==> src/ssesc_pkg.sv <==
// shared constants, types and byte classes of the shell string escaper
`timescale 1ns / 1ps

package ssesc_pkg;

  localparam int unsigned ByteW = 8;

  localparam logic [ByteW-1:0] CH_NUL    = 8'h00;
  localparam logic [ByteW-1:0] CH_TAB    = 8'h09;
  localparam logic [ByteW-1:0] CH_LF     = 8'h0A;
  localparam logic [ByteW-1:0] CH_SPACE  = 8'h20;
  localparam logic [ByteW-1:0] CH_DQUOTE = 8'h22;
  localparam logic [ByteW-1:0] CH_DOLLAR = 8'h24;
  localparam logic [ByteW-1:0] CH_SQUOTE = 8'h27;
  localparam logic [ByteW-1:0] CH_COMMA  = 8'h2C;
  localparam logic [ByteW-1:0] CH_DOT    = 8'h2E;
  localparam logic [ByteW-1:0] CH_SLASH  = 8'h2F;
  localparam logic [ByteW-1:0] CH_BSLASH = 8'h5C;
  localparam logic [ByteW-1:0] CH_UNDER  = 8'h5F;
  localparam logic [ByteW-1:0] CH_BTICK  = 8'h60;

  // quoting state carried from one byte to the next
  typedef struct packed {
    logic single_quoted;
    logic double_quoted;
    logic escape_next;
    logic dq_backslash_pending;
  } ssesc_flags_t;

  // one classified byte handed to the output stage
  typedef struct packed {
    logic             need_bs;
    logic [ByteW-1:0] data;
  } ssesc_item_t;

  // bytes that need no backslash outside quotes
  function automatic logic is_safe(input logic [ByteW-1:0] b);
    logic r;
    r = (b >= 8'h30 && b <= 8'h39) || (b >= 8'h41 && b <= 8'h5A) ||
        (b >= 8'h61 && b <= 8'h7A) || b == CH_UNDER || b == CH_SLASH ||
        b == CH_SPACE || b == CH_TAB || b == CH_DOT || b == CH_COMMA;
    return r;
  endfunction

  // bytes that a backslash protects inside double quotes
  function automatic logic is_dq_special(input logic [ByteW-1:0] b);
    logic r;
    r = b == CH_DOLLAR || b == CH_BTICK || b == CH_LF ||
        b == CH_DQUOTE || b == CH_BSLASH;
    return r;
  endfunction

endpackage

==> src/ssesc_decode.sv <==
// quoting state register and per-byte escape decision
`timescale 1ns / 1ps

module ssesc_decode (
  input  logic                         clk,
  input  logic                         rst_n,
  input  logic                         take,
  input  logic [ssesc_pkg::ByteW-1:0]  byte_in,
  output ssesc_pkg::ssesc_item_t       item
);

  ssesc_pkg::ssesc_flags_t flags_r;
  ssesc_pkg::ssesc_flags_t flags_nxt;
  logic                    need_bs;

  always_comb begin
    flags_nxt = flags_r;
    need_bs   = 1'b0;
    priority if (byte_in == ssesc_pkg::CH_NUL) begin
      flags_nxt = '0;
    end else if (byte_in[ssesc_pkg::ByteW-1]) begin
      flags_nxt.escape_next          = 1'b0;
      flags_nxt.dq_backslash_pending = 1'b0;
    end else if (flags_r.escape_next) begin
      flags_nxt.escape_next = 1'b0;
    end else if (flags_r.dq_backslash_pending && ssesc_pkg::is_dq_special(byte_in)) begin
      flags_nxt.dq_backslash_pending = 1'b0;
    end else begin
      flags_nxt.dq_backslash_pending = 1'b0;
      priority if (flags_r.single_quoted) begin
        if (byte_in == ssesc_pkg::CH_SQUOTE) flags_nxt.single_quoted = 1'b0;
      end else if (flags_r.double_quoted) begin
        priority if (byte_in == ssesc_pkg::CH_BSLASH) begin
          flags_nxt.dq_backslash_pending = 1'b1;
        end else if (byte_in == ssesc_pkg::CH_DQUOTE) begin
          flags_nxt.double_quoted = 1'b0;
        end else begin
          need_bs = ssesc_pkg::is_dq_special(byte_in);
        end
      end else begin
        priority if (byte_in == ssesc_pkg::CH_BSLASH) begin
          flags_nxt.escape_next = 1'b1;
        end else if (byte_in == ssesc_pkg::CH_SQUOTE) begin
          flags_nxt.single_quoted = 1'b1;
        end else if (byte_in == ssesc_pkg::CH_DQUOTE) begin
          flags_nxt.double_quoted = 1'b1;
        end else begin
          need_bs = !ssesc_pkg::is_safe(byte_in);
        end
      end
    end
  end

  assign item.need_bs = need_bs;
  assign item.data    = byte_in;

  always_ff @(posedge clk) begin
    if (!rst_n) begin
      flags_r <= '0;
    end else if (take) begin
      flags_r <= flags_nxt;
    end
  end

endmodule

==> src/ssesc_out_stage.sv <==
// result register that splits an escaped byte into backslash and byte beats
`timescale 1ns / 1ps

module ssesc_out_stage (
  input  logic                         clk,
  input  logic                         rst_n,
  input  logic                         item_valid,
  input  ssesc_pkg::ssesc_item_t       item,
  output logic                         load,
  output logic                         out_tvalid,
  input  logic                         out_tready,
  output logic [ssesc_pkg::ByteW-1:0]  out_tdata,
  output logic                         out_tlast
);

  logic                        valid_r;
  logic                        bs_r;
  logic [ssesc_pkg::ByteW-1:0] data_r;

  // free once empty or once the final beat of the held item leaves
  assign load = item_valid && (!valid_r || (out_tready && !bs_r));

  always_ff @(posedge clk) begin
    if (!rst_n) begin
      valid_r <= 1'b0;
      bs_r    <= 1'b0;
    end else if (load) begin
      valid_r <= 1'b1;
      bs_r    <= item.need_bs;
    end else if (valid_r && out_tready) begin
      if (bs_r) begin
        bs_r <= 1'b0;
      end else begin
        valid_r <= 1'b0;
      end
    end
  end

  always_ff @(posedge clk) begin
    if (load) data_r <= item.data;
  end

  assign out_tvalid = valid_r;
  assign out_tdata  = bs_r ? ssesc_pkg::CH_BSLASH : data_r;
  assign out_tlast  = !bs_r;

endmodule

==> src/shell_string_escaper.sv <==
// top level of the shell string escaper
`timescale 1ns / 1ps

// Shell string escaper: takes a string one byte per input beat and returns
// its shell-escaped form on the output stream.
// - in_tdata carries one source byte; a zero byte ends the string, is passed
//   on and returns the quoting state to unquoted
// - each input byte gives one output beat, or two when a backslash goes in
//   front of it; out_tlast marks the final beat belonging to that byte
// - a byte accepted into the input register is classified there against the
//   quoting state and moves into the output register once that register is
//   free, which advances the quoting state; its first beat is then offered
// - throughput: one byte per cycle while out_tready is high; a byte that
//   needs a backslash holds the output register over its pair of beats
// - in_tready stays high while the output register can take the next byte
//   or the input register is empty; with both full it needs out_tready
// - when the receiver holds out_tready low the output beat holds, then the
//   input register fills and in_tready drops; nothing is lost or repeated
// - reset (rst_n low, synchronous) empties both registers and clears the
//   quoting flags

module shell_string_escaper (
  input  logic       clk,
  input  logic       rst_n,
  input  logic       in_tvalid,
  output logic       in_tready,
  input  logic [7:0] in_tdata,   // [7:0] in_byte
  output logic       out_tvalid,
  input  logic       out_tready,
  output logic [7:0] out_tdata,  // [7:0] out_byte
  output logic       out_tlast   // last_of_run
);

  // input register
  logic                        in_valid_r;
  logic [ssesc_pkg::ByteW-1:0] in_byte_r;
  logic                        load;
  ssesc_pkg::ssesc_item_t      item;

  assign in_tready = !in_valid_r || load;

  always_ff @(posedge clk) begin
    if (!rst_n) begin
      in_valid_r <= 1'b0;
    end else if (in_tready) begin
      in_valid_r <= in_tvalid;
    end
  end

  always_ff @(posedge clk) begin
    if (in_tready && in_tvalid) in_byte_r <= in_tdata;
  end

  // quoting state advances when the byte moves into the output register
  ssesc_decode u_decode (
    .clk     (clk),
    .rst_n   (rst_n),
    .take    (load),
    .byte_in (in_byte_r),
    .item    (item)
  );

  ssesc_out_stage u_out (
    .clk        (clk),
    .rst_n      (rst_n),
    .item_valid (in_valid_r),
    .item       (item),
    .load       (load),
    .out_tvalid (out_tvalid),
    .out_tready (out_tready),
    .out_tdata  (out_tdata),
    .out_tlast  (out_tlast)
  );

endmodule

==> config.mk <==
export PLATFORM = sky130hd
export DESIGN_NAME = shell_string_escaper
export DESIGN_NICKNAME = d
export VERILOG_FILES = /design/src/ssesc_pkg.sv /design/src/ssesc_decode.sv /design/src/ssesc_out_stage.sv /design/src/shell_string_escaper.sv
export SDC_FILE = /design/constraint.sdc
export NUM_CORES = 1
export LEC_CHECK = 0
export ABC_AREA = 0
export BUFFER_PORTS_ARGS = -buffer_cell sky130_fd_sc_hd__clkbuf_2
export CAP_MARGIN = 20
export CORE_UTILIZATION = 59
export DETAILED_ROUTE_END_ITERATION = 10
export PLACE_DENSITY = 0.83
export SLEW_MARGIN = 20
export SYNTH_ARGS = -nofsm -noshare
export SYNTH_HDL_FRONTEND = slang
export SYNTH_SLANG_ARGS = --single-unit
==> constraint.sdc <==
create_clock -name clk -period 4.72 [get_ports clk]
set_clock_uncertainty 0.1 [all_clocks]
set_input_delay 1.18 -clock clk [delete_from_list [all_inputs] [get_ports clk]]
set_output_delay 1.18 -clock clk [all_outputs]
set_load 0.02 [all_outputs]
==> results of run 1 <==
==> metal layers <==
metal  global-route usage  share of wire
met1               0.2889           0.46
met2               0.3813           0.51
met3              0.02804          0.027
met4              0.05882         0.0024
met5                    0              0
==> worst min-delay path by stage <==
stage                               end  depth (start not counted)  slack [ps]                start
finish              u_decode.flags_r[3]                          2         420  u_decode.flags_r[3]
global placement    u_decode.flags_r[3]                          2         390  u_decode.flags_r[3]
global route        u_decode.flags_r[3]                          2         460  u_decode.flags_r[3]
CTS                 u_decode.flags_r[3]                          2         430  u_decode.flags_r[3]
floorplan               u_out.data_r[1]                          0         350         in_byte_r[1]
detailed placement  u_decode.flags_r[3]                          2         410  u_decode.flags_r[3]
==> worst max-delay path, delay by kind of cell <==
family / cells / cell delay (ps)
buffers and inverters: 2 / 250
and+or+nand+nor: 3 / 390
==> final cells by class <==
type,instances,area share
flip-flops and latches,23,0.4370
clock buffers,3,0.01586
multi-input cells,89,0.4317
clock inverters,1,0.003524
inverters,4,0.01057
well taps,27,0.02379
repair buffers,22,0.07753
==> kinds of logic (layout without fill, tap and decap cells) <==
family / Yosys count / in the layout / synth area share
DFF: 23 / 23 / 0.4733
AOI/OAI and AO/OA: 25 / 25 / 0.1412
and+or+nand+nor: 62 / 62 / 0.3120
xor gates and xnor gates: 1 / 1 / 0.006681
muxes: 1 / 1 / 0.007634
buffers and inverters: 11 / 30 / 0.05916
==> power groups by stage <==
stage	sequential (mW)	combinational [mW]	clock, mW
after floorplan	0.236	0.0400	0
after global placement	0.244	0.0423	0
after detailed placement	0.245	0.0443	0
after CTS	0.240	0.0445	0.0912
after global routing	0.242	0.0484	0.0975
final	0.240	0.0443	0.0878
==> sequential cells by signal, summed over array words and instances, names as in the netlist <==
signal            cells
in_valid_r            1
in_byte_r             8
u_out.bs_r            1
u_out.out_tvalid      1
u_decode.flags_r      4
u_out.data_r          8
==> stage by stage <==
| step | power (mW) | hold WS [ps] | instances | util | setup slack, ps |
|---|---|---|---|---|---|
| floorplan | 0.2757 | 350.3 | 123 | - | 1840 |
| detailed placement | 0.2890 | 408.8 | 165 | 0.6887 | 1612 |
| finish | 0.3725 | 424.4 | 169 | 0.7024 | 1613 |
| CTS | 0.3761 | 431.4 | 169 | 0.7024 | 1612 |
| global route | 0.3883 | 458.2 | 169 | 0.7024 | 1562 |
| global placement | 0.2866 | 386.3 | 165 | 0.6887 | 1675 |
==> placed cells by master, fill, tap and decap left out, types with 2 or more instances in the layout <==
cell type	instances
or4b_4	2
edfxtp_1	16
or3_1	2
clkbuf_2	22
or2_2	5
nand2b_1	4
inv_1	4
nand2_1	9
nor4_1	3
nand3_1	5
a21boi_0	2
a21oi_1	5
or3b_2	2
and4bb_2	2
o21ai_0	4
nand4_1	3
clkbuf_4	3
dfxtp_1	7
a211oi_1	3
and2_1	3
nor2_1	5
o2111ai_1	2
nor2b_1	7
==> summary.txt, run 1 <==
status: completed
crit-path max FO: 4
DR vias: 1011
R2R Setup Slk: 2530 ps
syn_nets: 135
register area: 620.6 um2
Initial DRT Pass Iterations: 4
Tmin final: 3107 ps
# DRC: 0
ys async rst share: 0
Slew Viols, Final: 0
CP Launch Point: out_tready
IO Pins: 23
Post-synth EDFFs: 16
# diodes: 0
reg2reg end: u_decode.flags_r[2]
top-area cell type share of the netlist area: 0.3664
cell area after layout: 1420 um2
worst min-delay path category: reg2reg
fraction of layout cells with a size suffix above 1: 0.3099
number of global-route vias before repair: 886
Worst Setup End Kind: output pin
clk root buf: clkbuf_4
final wirelength: 2473 um
worst path cell trace: clkbuf_2 -> nand2b_1 -> and2_1 -> nand2_1 -> clkbuf_2
first-pass GRT wire length: 4029 um
fillers: 166
GRT Util Overall: 0.2204
Reg clk slew, reported paths: 120 ps
top post-synthesis cells by area: edfxtp_1, dfxtp_1, nor2b_1
nets@finish: 155
worst slew pin tran: 954.7 ps
Seq pwr share: 0.646
reg2reg start: in_byte_r[4]
DP HPWL: 1812 um
Chip Width: 49.15 um
Avg WL per Cell: 14.63 um
drt via density: 5.982
count of unique library cells instantiated by Yosys: 46
Comb power frac: 0.119
Clock Power Share: 0.236
largest net degree at the start of global routing: 16
Mapped Area: 1311 um2
cell row count: 16
routability cong.: 0.8891
count leader, synth: edfxtp_1
CTS max path bufs: 2
crit path to: in_tready
Tcrit/Tclk final: 0.6582
highest cell delay on the worst timing path: 210 ps
Leak Pwr: 0.5084 nW
CTS tree: built
Crit-path slowest cell: and2_1
area of the multi-input gates: 613.1 um2
Mean Syn Cell Area: 10.66 um2
sequential area share after synthesis: 0.4733
Ys Warns: 0
top cells by count, synth: edfxtp_1, nand2_1, dfxtp_1, nor2b_1
quantity of gates resized following cts: 0
die height: 49.15 um
area grow syn2layout: 8.301%
RSZ-0062 raised after global routing: false
Final ANT Viol Nets: 0
synthesized instance count: 123
net load switching power: 0.09487 mW
synthesis-stage register bit count: 23
max-cap viol count: 0
internal power: 0.2776 mW
Initial Util: 0.6485
Buffers on Ports: 22
Clk Latency, worst-skew pair: 300 ps
Max Freq: 321.9 MHz
CTS Sinks: 23
PD cells: 262.3 nW/um2
Peak supply drop: 0.2401 mV
Final Hold Vio Count: 0
area leader, netlist: edfxtp_1
Setup Crit Path Kind: in2out
CTS buffer count: 3
Cell Area, Placed: 1393 um2
GR Overflow Total: 0
startpoint types: input port
post-CTS setup buffers: 0
WP data required: 3440 ps
ys flop type: edfxtp_1
Iteration-0 DRC Markers: 15
CP arrival: 1830 ps
TNS Setup: 0 ps
worst rel slew slack: 0.3636
Core ar.: 2022 um2
setup violators final: 0
reg2reg path depth: 5
H-tree lvl count: 1
Sw Share: 0.2547
die footprint: 2415 um2
most used cell, CP: clkbuf_2
initial antenna violation count: 0
hold buffers post-CTS: 0
Power figures use the tool's default switching activity.
==> run 2, diff against run 1 <==
--- a/config.mk
+++ b/config.mk
@@ -8,9 +8,9 @@
 export ABC_AREA = 0
 export BUFFER_PORTS_ARGS = -buffer_cell sky130_fd_sc_hd__clkbuf_2
 export CAP_MARGIN = 20
-export CORE_UTILIZATION = 59
+export CORE_UTILIZATION = 54
 export DETAILED_ROUTE_END_ITERATION = 10
-export PLACE_DENSITY = 0.83
+export PLACE_DENSITY = 0.77
 export SLEW_MARGIN = 20
 export SYNTH_ARGS = -nofsm -noshare
 export SYNTH_HDL_FRONTEND = slang
==> constraint.sdc (replaced) <==
create_clock -name clk -period 3.07 [get_ports clk]
set_clock_uncertainty 0.1 [all_clocks]
set_input_delay 0.7675 -clock clk [delete_from_list [all_inputs] [get_ports clk]]
set_output_delay 0.7675 -clock clk [all_outputs]
set_load 0.02 [all_outputs]
==> summary.txt, run 2 (synthesis gave the netlist of run 1 again) <==
Final ANT Viol Nets: 0
initial antenna violation count: 0
Tcrit/Tclk final: 0.7767
post-CTS setup buffers: 0
commonest non-fill, non-tap cell in the layout: clkbuf_2
Worst Setup End Kind: output pin
DP HPWL: 1859 um
highest cell delay on the worst timing path: 570 ps
Avg WL per Cell: 15.66 um
first-pass GRT wire length: 4360 um
final std cells w/o fill: 171
drt via density: 6.064
reg2reg start: in_byte_r[4]
R2R Setup Slk: 830 ps
area grow syn2layout: 8.969%
CTS Sinks: 23
Cell Count Post-Placement: 167
commonest non-fill, non-tap cells in the layout: clkbuf_2, edfxtp_1, nand2_1
Iteration-0 DRC Markers: 27
Clk Latency, worst-skew pair: 320 ps
Max Freq: 419.4 MHz
cell row count: 17
startpoint types: flop
reg2reg path depth: 5
Buffers on Ports: 22
final wirelength: 2678 um
GR Overflow Total: 0
Max Used Layer: met4
Util after Layout: 0.6337
Initial DRT Pass Iterations: 4
crit-path max FO: 11
die height: 51.28 um
Core ar.: 2255 um2
worst min-delay path category: reg2reg
hold buffers post-CTS: 0
CTS buffer count: 3
die footprint: 2629 um2
H-tree lvl count: 1
Reg clk slew, reported paths: 140 ps
fraction of layout cells with a size suffix above 1: 0.3147
GRT Util Overall: 0.2236
status: completed
number of global-route vias before repair: 977
Cell Area, Placed: 1401 um2
worst path cell trace: nand2b_1 -> and2_1 -> nand2_1 -> clkbuf_2
CTS max path bufs: 2
cell area after layout: 1429 um2
DRT met1 WL: 1135 um
Initial Util: 0.5816
hold path depth: 2
worst slew pin tran: 536.3 ps
fillers: 197
Worst Hold End: u_decode.flags_r[3]
Crit-path slowest cell: dfxtp_1
Peak supply drop: 0.4194 mV
# DRC: 0
quantity of gates resized following cts: 0
largest net degree at the start of global routing: 16
nets@finish: 156
TNS Setup: 0 ps
Leak Pwr: 0.5136 nW
Slew Viols, Final: 0
worst rel slew slack: 0.6403
clk root buf: clkbuf_4
Setup Crit Path Kind: reg2out
# diodes: 0
IO Pins: 23
WP data required: 2200 ps
Tmin final: 2384 ps
CTS tree: built
RSZ-0062 raised after global routing: false
max-cap viol count: 0
Worst Hold Launch: u_decode.flags_r[3]
reg2reg end: u_decode.flags_r[2]
Worst path top cell family by delay: flip-flops
met3 routed WL: 118 um
CP Buf/Inv Count: 1
setup violators final: 0
routed wl met2: 1390 um
routability cong.: 0.7736
Chip Width: 51.28 um
PD cells: 410.8 nW/um2
DR vias: 1037
biggest regs: in_byte_r x8, u_out.data_r x8, u_decode.flags_r x4
CP arrival: 1520 ps
Final Hold Vio Count: 0
## run 2: layout make-up
| type | instances | area, um2 | share of cell area |
|---|---|---|---|
| clock buffer | 3 | 22.52 | 0.01576 |
| tap | 28 | 35.03 | 0.02452 |
| inverter | 4 | 15.01 | 0.01051 |
| clock inverter | 1 | 5.005 | 0.003503 |
| sequential | 23 | 620.6 | 0.4343 |
| timing repair buffer | 23 | 117.6 | 0.08231 |
| multi-input combinational | 89 | 613.1 | 0.4291 |
## run 2: worst min-delay path: cells and delay by family, from the launching register on
family	cells	cell delay [ps]
AND/OR/NAND/NOR	1	60
AO/OA/AOI/OAI	1	60
flip-flops	1	360
## run 2: stage by stage
step / setup WS [ps] / hold slack (ps) / power (mW)
floorplan: 942.0 / 350.3 / 0.4239
global placement: 847.6 / 384.1 / 0.4425
detailed placement: 809.2 / 399.9 / 0.4467
CTS: 677.8 / 419.6 / 0.5852
global route: 601.4 / 462.9 / 0.6038
finish: 685.5 / 413.9 / 0.5870
## run 2: metal layers
metal / track usage / vias to the layer above
met1: 0.2751 / 492
li1: - / 503
met2: 0.3882 / 38
met4: 0.1081 / 0
met3: 0.02381 / 4
met5: 0 / -
## run 2: worst max-delay path by stage
| stage | start | endpoint | depth (start not counted) |
|---|---|---|---|
| floorplan | out_tready | u_out.bs_r | 5 |
| global placement | out_tready | in_tready | 5 |
| detailed placement | out_tready | in_tready | 5 |
| CTS | u_out.bs_r | in_tready | 4 |
| global route | u_out.bs_r | in_tready | 4 |
| finish | u_out.bs_r | in_tready | 4 |
## run 2: power by group
group	leakage [nW]	total [mW]	switching (mW)	internal, mW
Sequential	0.210	0.371	0.0240	0.347
Combinational	0.286	0.0689	0.0368	0.0320
Clock	0.0177	0.147	0.0981	0.0488
==> run 3, diff against run 2 <==
--- a/config.mk
+++ b/config.mk
@@ -8,9 +8,9 @@
 export ABC_AREA = 0
 export BUFFER_PORTS_ARGS = -buffer_cell sky130_fd_sc_hd__clkbuf_2
 export CAP_MARGIN = 20
-export CORE_UTILIZATION = 54
+export CORE_UTILIZATION = 49
 export DETAILED_ROUTE_END_ITERATION = 10
-export PLACE_DENSITY = 0.77
+export PLACE_DENSITY = 0.74
 export SLEW_MARGIN = 20
 export SYNTH_ARGS = -nofsm -noshare
 export SYNTH_HDL_FRONTEND = slang
==> constraint.sdc (replaced) <==
create_clock -name clk -period 2 [get_ports clk]
set_clock_uncertainty 0.1 [all_clocks]
set_input_delay 0.5 -clock clk [delete_from_list [all_inputs] [get_ports clk]]
set_output_delay 0.5 -clock clk [all_outputs]
set_load 0.02 [all_outputs]
==> summary.txt, run 3 (synthesis gave the netlist of run 1 again) <==
cell area after layout: 1539 um2
Core ar.: 2500 um2
worst slew pin tran: 509.4 ps
# diodes: 0
Initial DRT Pass Iterations: 4
first-pass GRT wire length: 4243 um
Worst Hold Launch: in_tdata[5]
worst rel slew slack: 0.6584
CTS Sinks: 23
# DRC: 0
Clk Latency, worst-skew pair: 310 ps
max-cap viol count: 0
Iteration-0 DRC Markers: 21
hold buffers post-CTS: 0
Worst path top cell family by delay: simple AND/OR/NAND/NOR gates
Max Freq: 509.9 MHz
Initial Util: 0.5245
number of global-route vias before repair: 969
routed wl met2: 1348 um
crit-path max FO: 4
Worst Setup End Kind: flop
hold_ws: 252.4 ps
Tmin final: 1961 ps
setup violators final: 0
largest net degree at the start of global routing: 13
final wirelength: 2717 um
DRT met1 WL: 1277 um
Chip Width: 53.73 um
Cell Count Post-Placement: 181
Slew Viols, Final: 0
worst path cell trace: or4b_4 -> nor4_4 -> and2_4 -> nor2_1 -> o311a_1
GRT Util Overall: 0.2065
H-tree lvl count: 1
WP data required: 2120 ps
TNS Setup: 0 ps
DP HPWL: 2070 um
Tcrit/Tclk final: 0.9806
drt via density: 5.688
status: completed
DR vias: 1058
R2R Setup Slk: 40 ps
reg2reg start: in_byte_r[7]
Final Hold Vio Count: 0
Max Used Layer: met4
cell row count: 18
Peak supply drop: 0.7704 mV
Reg clk slew, reported paths: 130 ps
Cell Area, Placed: 1494 um2
commonest non-fill, non-tap cells in the layout: clkbuf_2, edfxtp_1, buf_4
area grow syn2layout: 17.37%
GR Overflow Total: 0
Crit-path slowest cell: or4b_4
CTS tree: built
die footprint: 2887 um2
startpoint types: flop
initial antenna violation count: 0
Final ANT Viol Nets: 0
Util after Layout: 0.6156
CTS max path bufs: 2
CP Buf/Inv Count: 0
Buffers on Ports: 22
Final WS setup: 38.83 ps
CP arrival: 2080 ps
biggest regs: in_byte_r x8, u_out.data_r x8, u_decode.flags_r x4
IO Pins: 23
Overall Power: 0.9103 mW
final std cells w/o fill: 186
die height: 53.73 um
routability cong.: 0.8437
Leak Pwr: 0.5772 nW
clk root buf: clkbuf_4
DP Worst Slack: 3.187 ps
worst min-delay path category: in2reg
CP Launch Point: in_byte_r[7]
CTS buffer count: 3
commonest non-fill, non-tap cell in the layout: clkbuf_2
nets@finish: 169
Setup Crit Path Kind: reg2reg
highest cell delay on the worst timing path: 580 ps
RSZ-0062 raised after global routing: true
fraction of layout cells with a size suffix above 1: 0.3846
Avg WL per Cell: 14.61 um
met3 routed WL: 67 um
PD cells: 591.5 nW/um2
[run 3: cell types whose count changed in the layout (fill, tap and decap cells not counted), sizes merged]
cell / before / now
clkbuf: 25 / 26
buf: 1 / 14
clkinv: 1 / 0
[run 3: worst paths after layout]
path / end / cells after the start
setup reg to reg: u_decode.flags_r[2] / 5
hold reg to reg: u_decode.flags_r[3] / 2
setup / recovery: u_decode.flags_r[2] / 5
hold / removal: in_byte_r[5] / 1
[run 3: cell type report]
cell class	count	area (um2)
fillers	217	960.9
repair buffers	36	215.2
well taps	30	37.54
inverters	4	15.01
multi-input cells	89	624.3
clock buffers	4	26.28
flip-flops and latches	23	620.6
[run 3: layer usage]
metal / vias to the layer above / GRT usage
li1: 534 / -
met1: 500 / 0.2583
met2: 22 / 0.3642
met3: 2 / 0.04237
met4: 0 / 0.03947
met5: - / 0
[run 3: where the power goes]
part	switching [mW]	internal (mW)
clock	0.138	0.0778
sequential	0.0126	0.532
combinational	0.0838	0.0657
total	0.234	0.676
[run 3: repair_timing]
action	4_1_cts	5_1_grt
setup buffers	0	1
resized for setup	2	2
pin swaps	1	3
setup endpoints to repair	2	3
